$ cat src/rtl/core/orrl_pkg.sv
// Shared types and constants for the overwriting ring record log.
// Used by every module of the block but orrl_ram; no dependencies of its own.
`timescale 1ns / 1ps
`default_nettype none

package orrl_pkg;

   localparam int DEPTH       = 1024;
   localparam int ADDR_W      = $clog2(DEPTH);
   localparam int CAP_W       = ADDR_W + 1;
   localparam int REC_W       = 64;
   localparam int IDX_W       = 10;
   localparam int BURST_W     = 7;
   localparam int MAX_BURST   = 64;
   localparam int HELD_W      = 11;
   localparam int TYPE_W      = 2;
   localparam int REQ_DATA_W  = 88;
   localparam int RSP_DATA_W  = 80;

   typedef enum logic [TYPE_W-1:0] {
      REQ_APPEND  = 2'd0,
      REQ_BURST   = 2'd1,
      REQ_READ_AT = 2'd2,
      REQ_CLEAR   = 2'd3
   } req_kind_type;

   typedef enum logic {
      ST_IDLE = 1'b0,
      ST_READ = 1'b1
   } ctrl_state_type;

   // Tag that travels alongside one memory read.
   typedef struct packed {
      logic              rec_valid;
      logic              last;
      logic [HELD_W-1:0] held;
   } meta_type;

   // Output buffer status seen by the read sequencer.
   typedef struct packed {
      logic [1:0] occ;
      logic       pop;
   } fill_type;

   typedef struct packed {
      logic [REC_W-1:0] rec;
      meta_type         meta;
   } out_entry_type;

endpackage

`default_nettype wire

$ cat src/rtl/core/orrl_obuf.sv
// Two-word result buffer between the record memory and the result channel.
// Depends on orrl_pkg.
`timescale 1ns / 1ps
`default_nettype none

module orrl_obuf (
   input  wire logic                          clock,
   input  wire logic                          reset,
   input  wire logic                          push_valid,
   input  wire orrl_pkg::meta_type            push_meta,
   input  wire logic [orrl_pkg::REC_W-1:0]    push_rec,
   output logic                               out_valid,
   input  wire logic                          out_ready,
   output orrl_pkg::out_entry_type            out_entry,
   output orrl_pkg::fill_type                 fill
);

   import orrl_pkg::*;

   out_entry_type entry_ff [2];
   logic          wr_ptr_ff, wr_ptr_in;
   logic          rd_ptr_ff, rd_ptr_in;
   logic [1:0]    occ_ff,    occ_in;
   logic          pop;
   out_entry_type new_entry;

   always_comb begin
      pop       = out_valid && out_ready;
      // A lookup past the stored records reads as zero.
      new_entry.rec  = push_meta.rec_valid ? push_rec : '0;
      new_entry.meta = push_meta;
      wr_ptr_in = push_valid ? ~wr_ptr_ff : wr_ptr_ff;
      rd_ptr_in = pop ? ~rd_ptr_ff : rd_ptr_ff;
      occ_in    = occ_ff + {1'b0, push_valid} - {1'b0, pop};
   end

   always_ff @(posedge clock) begin
      if (reset) begin
         wr_ptr_ff <= 1'b0;
         rd_ptr_ff <= 1'b0;
         occ_ff    <= '0;
      end else begin
         wr_ptr_ff <= wr_ptr_in;
         rd_ptr_ff <= rd_ptr_in;
         occ_ff    <= occ_in;
      end
   end

   always_ff @(posedge clock) begin
      if (push_valid) begin
         entry_ff[wr_ptr_ff] <= new_entry;
      end
   end

   assign out_valid = (occ_ff != '0);
   assign out_entry = entry_ff[rd_ptr_ff];
   assign fill      = '{occ: occ_ff, pop: pop};

endmodule

`default_nettype wire

$ cat config.mk
export PLATFORM = sky130hd
export DESIGN_NAME = orrl_obuf
export DESIGN_NICKNAME = d
export VERILOG_FILES = /design/src/rtl/core/orrl_pkg.sv /design/src/rtl/core/orrl_obuf.sv
export SDC_FILE = /design/constraint.sdc
export NUM_CORES = 1
export LEC_CHECK = 0
export ABC_AREA = 1
export BUFFER_PORTS_ARGS = -buffer_cell sky130_fd_sc_hd__clkbuf_2
export CAP_MARGIN = 20
export CORE_MARGIN = 5
export CORE_UTILIZATION = 57
export CTS_BUF_LIST = sky130_fd_sc_hd__clkbuf_16
export DETAILED_ROUTE_END_ITERATION = 12
export PLACE_DENSITY_LB_ADDON = 0.15
export RECOVER_POWER = 50
export SYNTH_ARGS = -nofsm -noshare
export SYNTH_HDL_FRONTEND = slang
export SYNTH_SLANG_ARGS = --single-unit
$ cat constraint.sdc
create_clock -name clock -period 7.1 [get_ports clock]
set_clock_uncertainty 0.05 [all_clocks]
set_input_delay 0.71 -clock clock [delete_from_list [all_inputs] [get_ports clock]]
set_output_delay 0.71 -clock clock [all_outputs]
set_load 0.05 [all_outputs]
==> metrics.txt <==
Top Ports 162; slew of the pin with the lowest slew margin roughly 4.3 ns; clk slew on worst S/H paths approximately 0.060 ns; H-Tree Depth 4; Min-Delay Path Class input port to register; outcome complete, but fails checks; Slew HR -1.89; Post-CTS Setup Inserts 0; mapped cell area between 0.006 and 0.007 sq mm; PwrDens about 360 mW/mm^2; sequential fraction of the synthesis area 0.732; Num CTS Buffers 17; Tot Pwr around 0.0028 W; initial core utilization 0.587; Worst Path Arrival 4.12 ns; Avg Inst Size Synth between 15 and 20 sq um; cts repair resizes 0; Crit. Startpoint push_valid; Buf/Inv on CP 3; Yosys warning count 0; GR Util All Layers 0.183; most frequent CP cell clkbuf_1; CP max FO 77; Net Sw Frac 0.324; violated checks capacitance limit, slew limit; Final TNS setup 0 ns; # DRC 0; CP endpoint kind register; WP data required 6.96 ns; FF+latch area between 0.004 and 0.005 sq mm; Pleak around 3.6 nW; PortBufs about 160; final WL about 12000 um; CP cell instances clkbuf_1 > inv_1 > nor2_4 > clkbuf_1; clock latency on the worst-skew pair approximately 0.4 ns; Slowest cell on crit path clkbuf_1; Final ANT Viol Nets 0; P_int roughly 0.0019 W; Max-cap violations 2; Congestion Overflow GR 0; antenna violations before repair 0; power share of the combinational group 0.273; fillcell total approximately 760; delay of the slowest critical-path stage 3.02 ns; Clock Sinks ~160; largest net degree at the start of global routing 78; DR vias between 3000 and 4000; core area between 0.01 and 0.015 sq mm; number of synthesized register bits around 160; f_max 0.235 GHz; first-pass GRT wire length around 18000 um; most common cell after layout, fill and taps aside edfxtp_1; Final Setup Violations 0; Synth-to-Final Area Change 22.8%; CP top delay family buffers and inverters; CTS max path bufs 2; # diodes 0; hold buffers post-CTS 0; RSZ-0062 raised after global routing no; post-layout min period 4.25 ns; VDD IR max ~0.26 mV; # rows 38; DIE WIDTH about 120 um; reg2reg start wr_ptr_ff; Sequential Power Share 0.403; routability cong. around 0.75; Clk pwr share 0.324; die height 116 um; CTS tree yes; Crit Path Category input port to register; layout cell share with drive strength beyond 1 0.437; fin crit share 0.599; Net Count, Synth about 500; Multi-input gate area roughly 0.0013 sq mm; clock root cell clkbuf_16; vias in the first global route roughly 3800; Sw Pwr slightly above 0.0009 W; Slew Limit Fails about 150; DR pass1 iterations 6; most frequent cells in the layout edfxtp_1 (154), clkbuf_2 (149), inv_1 (74); Hold Startpoint reset; die area between 0.01 and 0.015 sq mm; # nets final approximately 660; Vias/cell roughly 4.9; Initial DRC Count 188; final setup margin 2.85 ns; critical path startpoint category input port; WL per Instance ~16 um; Fin. Hold Viols 0; post-synthesis cell count ~410; DP Wirelength slightly below 8000 um; post-synth cell types 15; Setup WS pre-CTS ~4.3 ns
[Yosys cell counts]
cell type	instances	area share
dfxtp_1	5	0.016
buf_4	1	0.0012
buf_2	11	0.0085
mux2_2	47	0.082
ha_1	2	0.0039
nor2_1	9	0.0052
buf_6	2	0.0035
buf_8	3	0.0070
nand3_1	2	0.0016
edfxtp_1	154	0.72
inv_1	73	0.042
mux2_4	30	0.070
nand2_1	70	0.041
nor3_1	1	0.00078
a21oi_1	1	0.00078
[through the flow]
step | hold WS, ns | util | cells | instance area [sq um]
2_1_floorplan | 0.417 | - | 411 | 6450
3_3_place_gp | 0.437 | 0.669 | 699 | 7340
3_5_place_dp | 0.441 | 0.669 | 699 | 7340
4_1_cts | 0.413 | 0.723 | 730 | 7940
5_1_grt | 0.421 | 0.721 | 730 | 7920
6_report | 0.425 | 0.721 | 730 | 7920
[worst paths after layout]
kind / to / slack [ns] / cells past startpoint
min reg2reg: rd_ptr_ff / 0.45 / 2
max reg2reg: entry_ff[0][18] / 3.04 / 2
max: entry_ff[0][18] / 2.85 / 4
min: occ_ff[0] / 0.43 / 2
[sequential cells by signal (all words and copies together) (netlist names), named ones only]
register and cells:
rd_ptr_ff 1, occ_ff 2, wr_ptr_ff 1, entry_ff 154
[layout make-up]
cell class / instances / area share
Timing Repair Buffer: 165 / 0.103
Tap cell: 140 / 0.0221
Clock inverter: 14 / 0.0221
Inverter: 73 / 0.0347
Multi-Input combinational cell: 162 / 0.168
Clock buffer: 17 / 0.0537
Sequential cell: 159 / 0.597
[per-layer routing]
layer,vias up,part of all wire,GRT usage
li1,1733,-,-
met2,112,0.53,0.324
met3,17,0.085,0.0658
met1,1707,0.37,0.198
met5,-,0,0
met4,0,0.013,0.0750
[power groups by stage]
stage	Clock [W]	Combinational, W	Sequential, W
after CTS	0.000932	0.000781	0.00114
after floorplan	0	0.000646	0.00115
after global placement	0	0.000770	0.00115
after global routing	0.000982	0.000813	0.00115
final	0.000916	0.000771	0.00114
after detailed placement	0	0.000780	0.00116
[cells by family after synthesis]
group                      synth area share
AOI/OAI and AO/OA                  0.000775
adders and majority gates           0.00388
buffers and inverters                0.0627
DFF                                   0.732
muxes                                 0.152
and+or+nand+nor                      0.0483
No activity file was read; power rests on OpenSTA's default activity.
