### src/rtl/core/orrl_pkg.sv
// Shared types and constants for the overwriting ring record log.
// Used by every module of the block but orrl_ram; no dependencies of its own.
`timescale 1ns / 1ps
`default_nettype none

package orrl_pkg;

   localparam int DEPTH       = 1024;
   localparam int ADDR_W      = $clog2(DEPTH);
   localparam int CAP_W       = ADDR_W + 1;
   localparam int REC_W       = 64;
   localparam int IDX_W       = 10;
   localparam int BURST_W     = 7;
   localparam int MAX_BURST   = 64;
   localparam int HELD_W      = 11;
   localparam int TYPE_W      = 2;
   localparam int REQ_DATA_W  = 88;
   localparam int RSP_DATA_W  = 80;

   typedef enum logic [TYPE_W-1:0] {
      REQ_APPEND  = 2'd0,
      REQ_BURST   = 2'd1,
      REQ_READ_AT = 2'd2,
      REQ_CLEAR   = 2'd3
   } req_kind_type;

   typedef enum logic {
      ST_IDLE = 1'b0,
      ST_READ = 1'b1
   } ctrl_state_type;

   // Tag that travels alongside one memory read.
   typedef struct packed {
      logic              rec_valid;
      logic              last;
      logic [HELD_W-1:0] held;
   } meta_type;

   // Output buffer status seen by the read sequencer.
   typedef struct packed {
      logic [1:0] occ;
      logic       pop;
   } fill_type;

   typedef struct packed {
      logic [REC_W-1:0] rec;
      meta_type         meta;
   } out_entry_type;

endpackage

`default_nettype wire

### src/rtl/core/orrl_ctrl.sv
// Ring pointer keeper and read sequencer: head, count, oldest slot, capacity,
// and the stream of memory reads for a request. Depends on orrl_pkg.
`timescale 1ns / 1ps
`default_nettype none

module orrl_ctrl (
   input  wire logic                                 clock,
   input  wire logic                                 reset,
   input  wire logic                                 req_valid,
   output logic                                      req_ready,
   input  wire orrl_pkg::req_kind_type               req_kind,
   input  wire logic [orrl_pkg::IDX_W-1:0]           read_index,
   input  wire logic [orrl_pkg::BURST_W-1:0]         burst_len,
   input  wire logic                                 csr_valid,
   input  wire logic [orrl_pkg::CAP_W-1:0]           csr_data,
   input  wire orrl_pkg::fill_type                   fill,
   output logic                                      wr_en,
   output logic [orrl_pkg::ADDR_W-1:0]               wr_addr,
   output logic                                      rd_en,
   output logic [orrl_pkg::ADDR_W-1:0]               rd_addr,
   output logic                                      push_valid,
   output orrl_pkg::meta_type                        push_meta
);

   import orrl_pkg::*;

   ctrl_state_type       state_ff,    state_in;
   logic [ADDR_W-1:0]    head_ff,     head_in;
   logic [CAP_W-1:0]     count_ff,    count_in;
   logic [ADDR_W-1:0]    oldest_ff,   oldest_in;
   logic [CAP_W-1:0]     cap_ff,      cap_in;
   logic [ADDR_W-1:0]    slot_ff,     slot_in;
   logic [BURST_W-1:0]   left_ff,     left_in;
   logic                 rvalid_ff,   rvalid_in;
   logic                 inflight_ff, inflight_in;
   meta_type             meta_ff,     meta_in;

   logic                 accept;
   logic [CAP_W-1:0]     head_inc;
   logic [ADDR_W-1:0]    head_next;
   logic                 full;
   logic [BURST_W-1:0]   bl_sat;
   logic [BURST_W-1:0]   want;
   logic [CAP_W:0]       start_raw;
   logic [ADDR_W-1:0]    start_slot;
   logic [CAP_W:0]       at_raw;
   logic [ADDR_W-1:0]    at_slot;
   logic                 at_valid;
   logic [CAP_W-1:0]     slot_inc;
   logic [2:0]           level;
   logic                 can_issue;
   logic [CAP_W-1:0]     cap_sat;

   always_comb begin
      accept   = req_valid && req_ready;
      head_inc = CAP_W'(head_ff) + CAP_W'(1);
      head_next = (head_inc == cap_ff) ? '0 : head_inc[ADDR_W-1:0];
      full     = (count_ff == cap_ff);

      bl_sat = (burst_len > BURST_W'(MAX_BURST)) ? BURST_W'(MAX_BURST) : burst_len;
      want   = (CAP_W'(bl_sat) > count_ff) ? count_ff[BURST_W-1:0] : bl_sat;

      // First slot of a burst is head minus the number of records to read, modulo capacity.
      start_raw  = (CAP_W+1)'(head_ff) + (CAP_W+1)'(cap_ff) - (CAP_W+1)'(want);
      start_slot = (start_raw >= (CAP_W+1)'(cap_ff))
                   ? ADDR_W'(start_raw - (CAP_W+1)'(cap_ff))
                   : start_raw[ADDR_W-1:0];

      at_valid = (CAP_W'(read_index) < count_ff);
      at_raw   = (CAP_W+1)'(oldest_ff) + (CAP_W+1)'(read_index);
      at_slot  = (at_raw >= (CAP_W+1)'(cap_ff))
                 ? ADDR_W'(at_raw - (CAP_W+1)'(cap_ff))
                 : at_raw[ADDR_W-1:0];

      slot_inc = CAP_W'(slot_ff) + CAP_W'(1);

      // Reserve a buffer place for every read in flight.
      level     = {1'b0, fill.occ} + {2'b00, inflight_ff} - {2'b00, fill.pop};
      can_issue = (state_ff == ST_READ) && (level < 3'd2);

      if (csr_data == '0) begin
         cap_sat = CAP_W'(1);
      end else if (csr_data > CAP_W'(DEPTH)) begin
         cap_sat = CAP_W'(DEPTH);
      end else begin
         cap_sat = csr_data;
      end
   end

   always_comb begin
      state_in    = state_ff;
      head_in     = head_ff;
      count_in    = count_ff;
      oldest_in   = oldest_ff;
      cap_in      = cap_ff;
      slot_in     = slot_ff;
      left_in     = left_ff;
      rvalid_in   = rvalid_ff;
      inflight_in = 1'b0;
      meta_in     = meta_ff;
      req_ready   = (state_ff == ST_IDLE);
      wr_en       = 1'b0;
      wr_addr     = head_ff;
      rd_en       = 1'b0;
      rd_addr     = slot_ff;

      unique case (state_ff)
         ST_IDLE: begin
            if (accept) begin
               unique case (req_kind)
                  REQ_APPEND: begin
                     wr_en   = 1'b1;
                     head_in = head_next;
                     if (full) begin
                        // When full the oldest record sits at the head.
                        oldest_in = head_next;
                     end else begin
                        count_in = count_ff + CAP_W'(1);
                     end
                  end
                  REQ_BURST: begin
                     if (want != '0) begin
                        state_in  = ST_READ;
                        left_in   = want;
                        slot_in   = start_slot;
                        rvalid_in = 1'b1;
                     end
                  end
                  REQ_READ_AT: begin
                     state_in  = ST_READ;
                     left_in   = BURST_W'(1);
                     slot_in   = at_slot;
                     rvalid_in = at_valid;
                  end
                  REQ_CLEAR: begin
                     head_in   = '0;
                     count_in  = '0;
                     oldest_in = '0;
                  end
                  default: begin
                     head_in = head_ff;
                  end
               endcase
            end
         end
         ST_READ: begin
            if (can_issue) begin
               rd_en          = 1'b1;
               inflight_in    = 1'b1;
               meta_in.rec_valid = rvalid_ff;
               meta_in.last   = (left_ff == BURST_W'(1));
               meta_in.held   = count_ff;
               slot_in        = (slot_inc == cap_ff) ? '0 : slot_inc[ADDR_W-1:0];
               left_in        = left_ff - BURST_W'(1);
               if (left_ff == BURST_W'(1)) begin
                  state_in = ST_IDLE;
               end
            end
         end
         default: begin
            state_in = ST_IDLE;
         end
      endcase

      if (csr_valid) begin
         cap_in    = cap_sat;
         head_in   = '0;
         count_in  = '0;
         oldest_in = '0;
      end
   end

   always_ff @(posedge clock) begin
      if (reset) begin
         state_ff    <= ST_IDLE;
         head_ff     <= '0;
         count_ff    <= '0;
         oldest_ff   <= '0;
         cap_ff      <= CAP_W'(DEPTH);
         left_ff     <= '0;
         inflight_ff <= 1'b0;
      end else begin
         state_ff    <= state_in;
         head_ff     <= head_in;
         count_ff    <= count_in;
         oldest_ff   <= oldest_in;
         cap_ff      <= cap_in;
         left_ff     <= left_in;
         inflight_ff <= inflight_in;
      end
   end

   always_ff @(posedge clock) begin
      slot_ff   <= slot_in;
      rvalid_ff <= rvalid_in;
      meta_ff   <= meta_in;
   end

   assign push_valid = inflight_ff;
   assign push_meta  = meta_ff;

endmodule

`default_nettype wire

### config.mk
export PLATFORM = sky130hd
export DESIGN_NAME = orrl_ctrl
export DESIGN_NICKNAME = d
export VERILOG_FILES = /design/src/rtl/core/orrl_pkg.sv /design/src/rtl/core/orrl_ctrl.sv
export SDC_FILE = /design/constraint.sdc
export NUM_CORES = 1
export LEC_CHECK = 0
export ABC_AREA = 1
export ABC_CLOCK_PERIOD_IN_PS = 12720
export BUFFER_PORTS_ARGS = -buffer_cell sky130_fd_sc_hd__buf_2
export CAP_MARGIN = 0
export CORE_MARGIN = 2
export CORE_UTILIZATION = 43
export CTS_CLUSTER_SIZE = 24
export DETAILED_ROUTE_END_ITERATION = 12
export PLACE_DENSITY_LB_ADDON = 0.08
export SLEW_MARGIN = 20
export SYNTH_ARGS = -nofsm -noshare
export SYNTH_HDL_FRONTEND = slang
export SYNTH_SLANG_ARGS = --single-unit
### constraint.sdc
create_clock -name clock -period 12.72 [get_ports clock]
set_input_delay 3.816 -clock clock [delete_from_list [all_inputs] [get_ports clock]]
set_output_delay 3.816 -clock clock [all_outputs]
set_load 0.02 [all_outputs]
==> results.toml <==
[outcome]
status = "complete, no violations"

[critical_path]
crit_top_cell = "buf_2"
cp_data_required_time_ns = 8.90
reg2regPathDepth = 29
cp-start-kind = "input pin"
path_buf_inv = 4
end_kind = "output port"
cpPeakStageDelay_ns = 0.38
crit_family = "adder cells"
worst_path_max_delay_cell = "fa_1"
cp_cell_sequence = "buf_2, ha_1, inv_1, nand2_1, fa_1, or2_2, nand3_1, nor2_1, buf_4, buf_2"
r2r_setup_slack_ns = 6.99
crit_fanout = 15
reg2reg_from = "count_ff[5]$_SDFFE_PP0P_"
crit_type = "input pin to output port"
worst-path-stages = 10
arrival_ns = 5.56
reg2reg_to = "rd_addr[2]$_DFFE_PP_"

[sta]
hold_viol_final = 0
finalMaxSlewViolations = 0
min_period_ns = 9.37
clock_skew_ns = 0.0123
worst_slack_ns = 3.35
hold_ws_ns = 0.426
rsz0062_at_grt = "no"
tightest_slew_ns = 0.852
timing.fmax_mhz = 107
setup_violations = 0
setup_tns_ns = 0
max_slew_margin = 0.431
finalCritPeriodShare = 0.737

[yosys]
async_flop_share = 0
synthFlopType = "dfxtp_1"
synth_edf_count = 24
synthTopCellsByCount = "nand2_1, inv_1, a21oi_1, nand3_1, ha_1"
synth.cell_area_um2 = 7140
yosysSeqAreaShare = 0.244
synth.most_common_cell = "nand2_1"
synth-seq-cells = 75
synthesis.nets = 1137
netlist_instances = 1016
avgSynthCellArea_um2 = 7.03
synth_cell_types = 49
yosysWarningCount = 0
yosysTopAreaCell = "dfxtp_1"
synth_top_area_frac = 0.143
synth_area_leaders = "dfxtp_1, ha_1, nand2_1, edfxtp_1, inv_1"

[clock_network]
clockBufferDepth = 2
clk_latency_ns = 0.36
htreeDepth = 3
ctsHoldBuffers = 0
clkTransAtPathRegs_ns = 0.06
tritoncts = "built"
cts_buffers = 9
cts_root_buffer = "clkbuf_16"
cts_setup_buffers = 0
cts_resized = 0
clock-sinks = 75

[layout]
insertedDiodeCount = 0
regArea_um2 = 1740
fin_cells = 1310
area_growth_pct = 12.8
nNetsFinal = 1206
multi_input_area_um2 = 4730
final_util = 0.491
fillers = 1714
layout-drive-gt1-share = 0.125

[die]
start_util = 0.435
fp.dieW_um = 133
design.die.area_um2 = 17700
fp-row-count = 47
core-area_um2 = 16400
ios = 74
die_h_um = 133

[placement]
io_buffer_count = 73
dp_slack_ns = 3.34
hpwl_um = 17300
place_inst = 1294
place_congestion = 0.967

[global_routing]
grt_pass1_wl_um = 34700
first_global_vias = 6314
grt_start_max_net_pins = 23
antenna_found_initial = 0
grt_overflow_total = 0
grt_usage = 0.253

[power_and_ir_drop]
clock_power_share = 0.289
power_frac_seq = 0.272
leakage_nw = 3.87
pwr-share-comb = 0.439
irDropWorstVdd_v = 0.0000654
powerDensity_nw_per_um2 = 133
switching_share = 0.405
internal-power_w = 0.000639
p_sw_w = 0.000435

[detailed_routing]
viasPerCell = 5.25
detail-route-antenna-nets = 0
drc_errors = 0
routed_wl_um = 22000
drt_pre_antenna_iters = 5
dr_total_vias = 6875
drt_first_iter_violations = 567
wl_per_cell_um = 16.8

[min_path]
hp-class = "flop to flop"
whs_path_depth = 0
min_to = "push_meta[12]$_DFFE_PP_"
worstHoldStart = "rvalid_ff$_SDFFCE_PN1P_"

[flow_run]
cap_violations = 0
[state kept, by name (all words and copies together), names as in the netlist]
| register | flops |
|---|---|
| cap_ff | 11 |
| count_ff | 11 |
| left_ff | 7 |
| oldest_ff | 10 |
| push_meta | 13 |
| push_valid | 1 |
| rd_addr | 10 |
| rvalid_ff | 1 |
| state_ff | 1 |
| wr_addr | 10 |
[routing by layer]
layer | track usage | up-vias | routed length, um
li1 | - | 3521 | -
met1 | 0.353 | 3151 | 10600
met2 | 0.407 | 173 | 9730
met3 | 0.0349 | 30 | 1160
met4 | 0.0777 | 0 | 479
met5 | 0 | - | 0
[layout by cell type (no fill, tap or decap), drive strengths merged, types with 11 or more instances in the layout]
cell type,synthesis,final
nor2,84,84
buf,10,78
nand2,229,229
o21ai,60,60
o211ai,11,11
ha,73,73
xor2,48,48
dfxtp,51,51
nand3,79,79
nand4,30,30
fa,11,11
edfxtp,24,24
inv,145,146
xnor2,12,12
a21oi,77,77
nor3,20,20
[logic make-up (layout without fill, tap and decap cells)]
| kind of cell | after synthesis | in the layout | share of synthesized area |
|---|---|---|---|
| compound gates | 177 | 177 | 0.139 |
| fa+ha+maj | 84 | 84 | 0.159 |
| buf+inv | 168 | 242 | 0.0939 |
| simple gates | 452 | 452 | 0.291 |
| flops | 75 | 75 | 0.244 |
| xor+xnor | 60 | 60 | 0.0736 |
[worst max-delay path by stage]
stage                     slack (ns)     to    start
after floorplan                 3.29  rd_en  fill[0]
after global placement          3.35  rd_en  fill[0]
after detailed placement        3.34  rd_en  fill[0]
after CTS                       3.33  rd_en  fill[0]
after global routing            3.25  rd_en  fill[0]
final                           3.35  rd_en  fill[0]
[through the flow]
step / area, um^2 / power [W]
after floorplan: 7140 / 0.000656
after global placement: 7710 / 0.000763
after detailed placement: 7710 / 0.000764
after CTS: 8060 / 0.00107
after global routing: 8060 / 0.00115
final: 8060 / 0.00107
[power by group through the flow]
stage	Combinational [W]	Sequential [W]	Clock, W
final	0.000472	0.000292	0.000311
after detailed placement	0.000467	0.000297	0
after CTS	0.000470	0.000292	0.000313
after floorplan	0.000354	0.000302	0
after global routing	0.000539	0.000294	0.000321
after global placement	0.000466	0.000297	0
[cell type report]
class,count,area share
multi-input combinational,773,0.587
sequential,75,0.216
inverter,148,0.0690
timing repair buffer,78,0.0500
tap,220,0.0342
clock buffer,9,0.0280
clock inverter,7,0.0154
No activity file was read; power rests on OpenSTA's default activity.
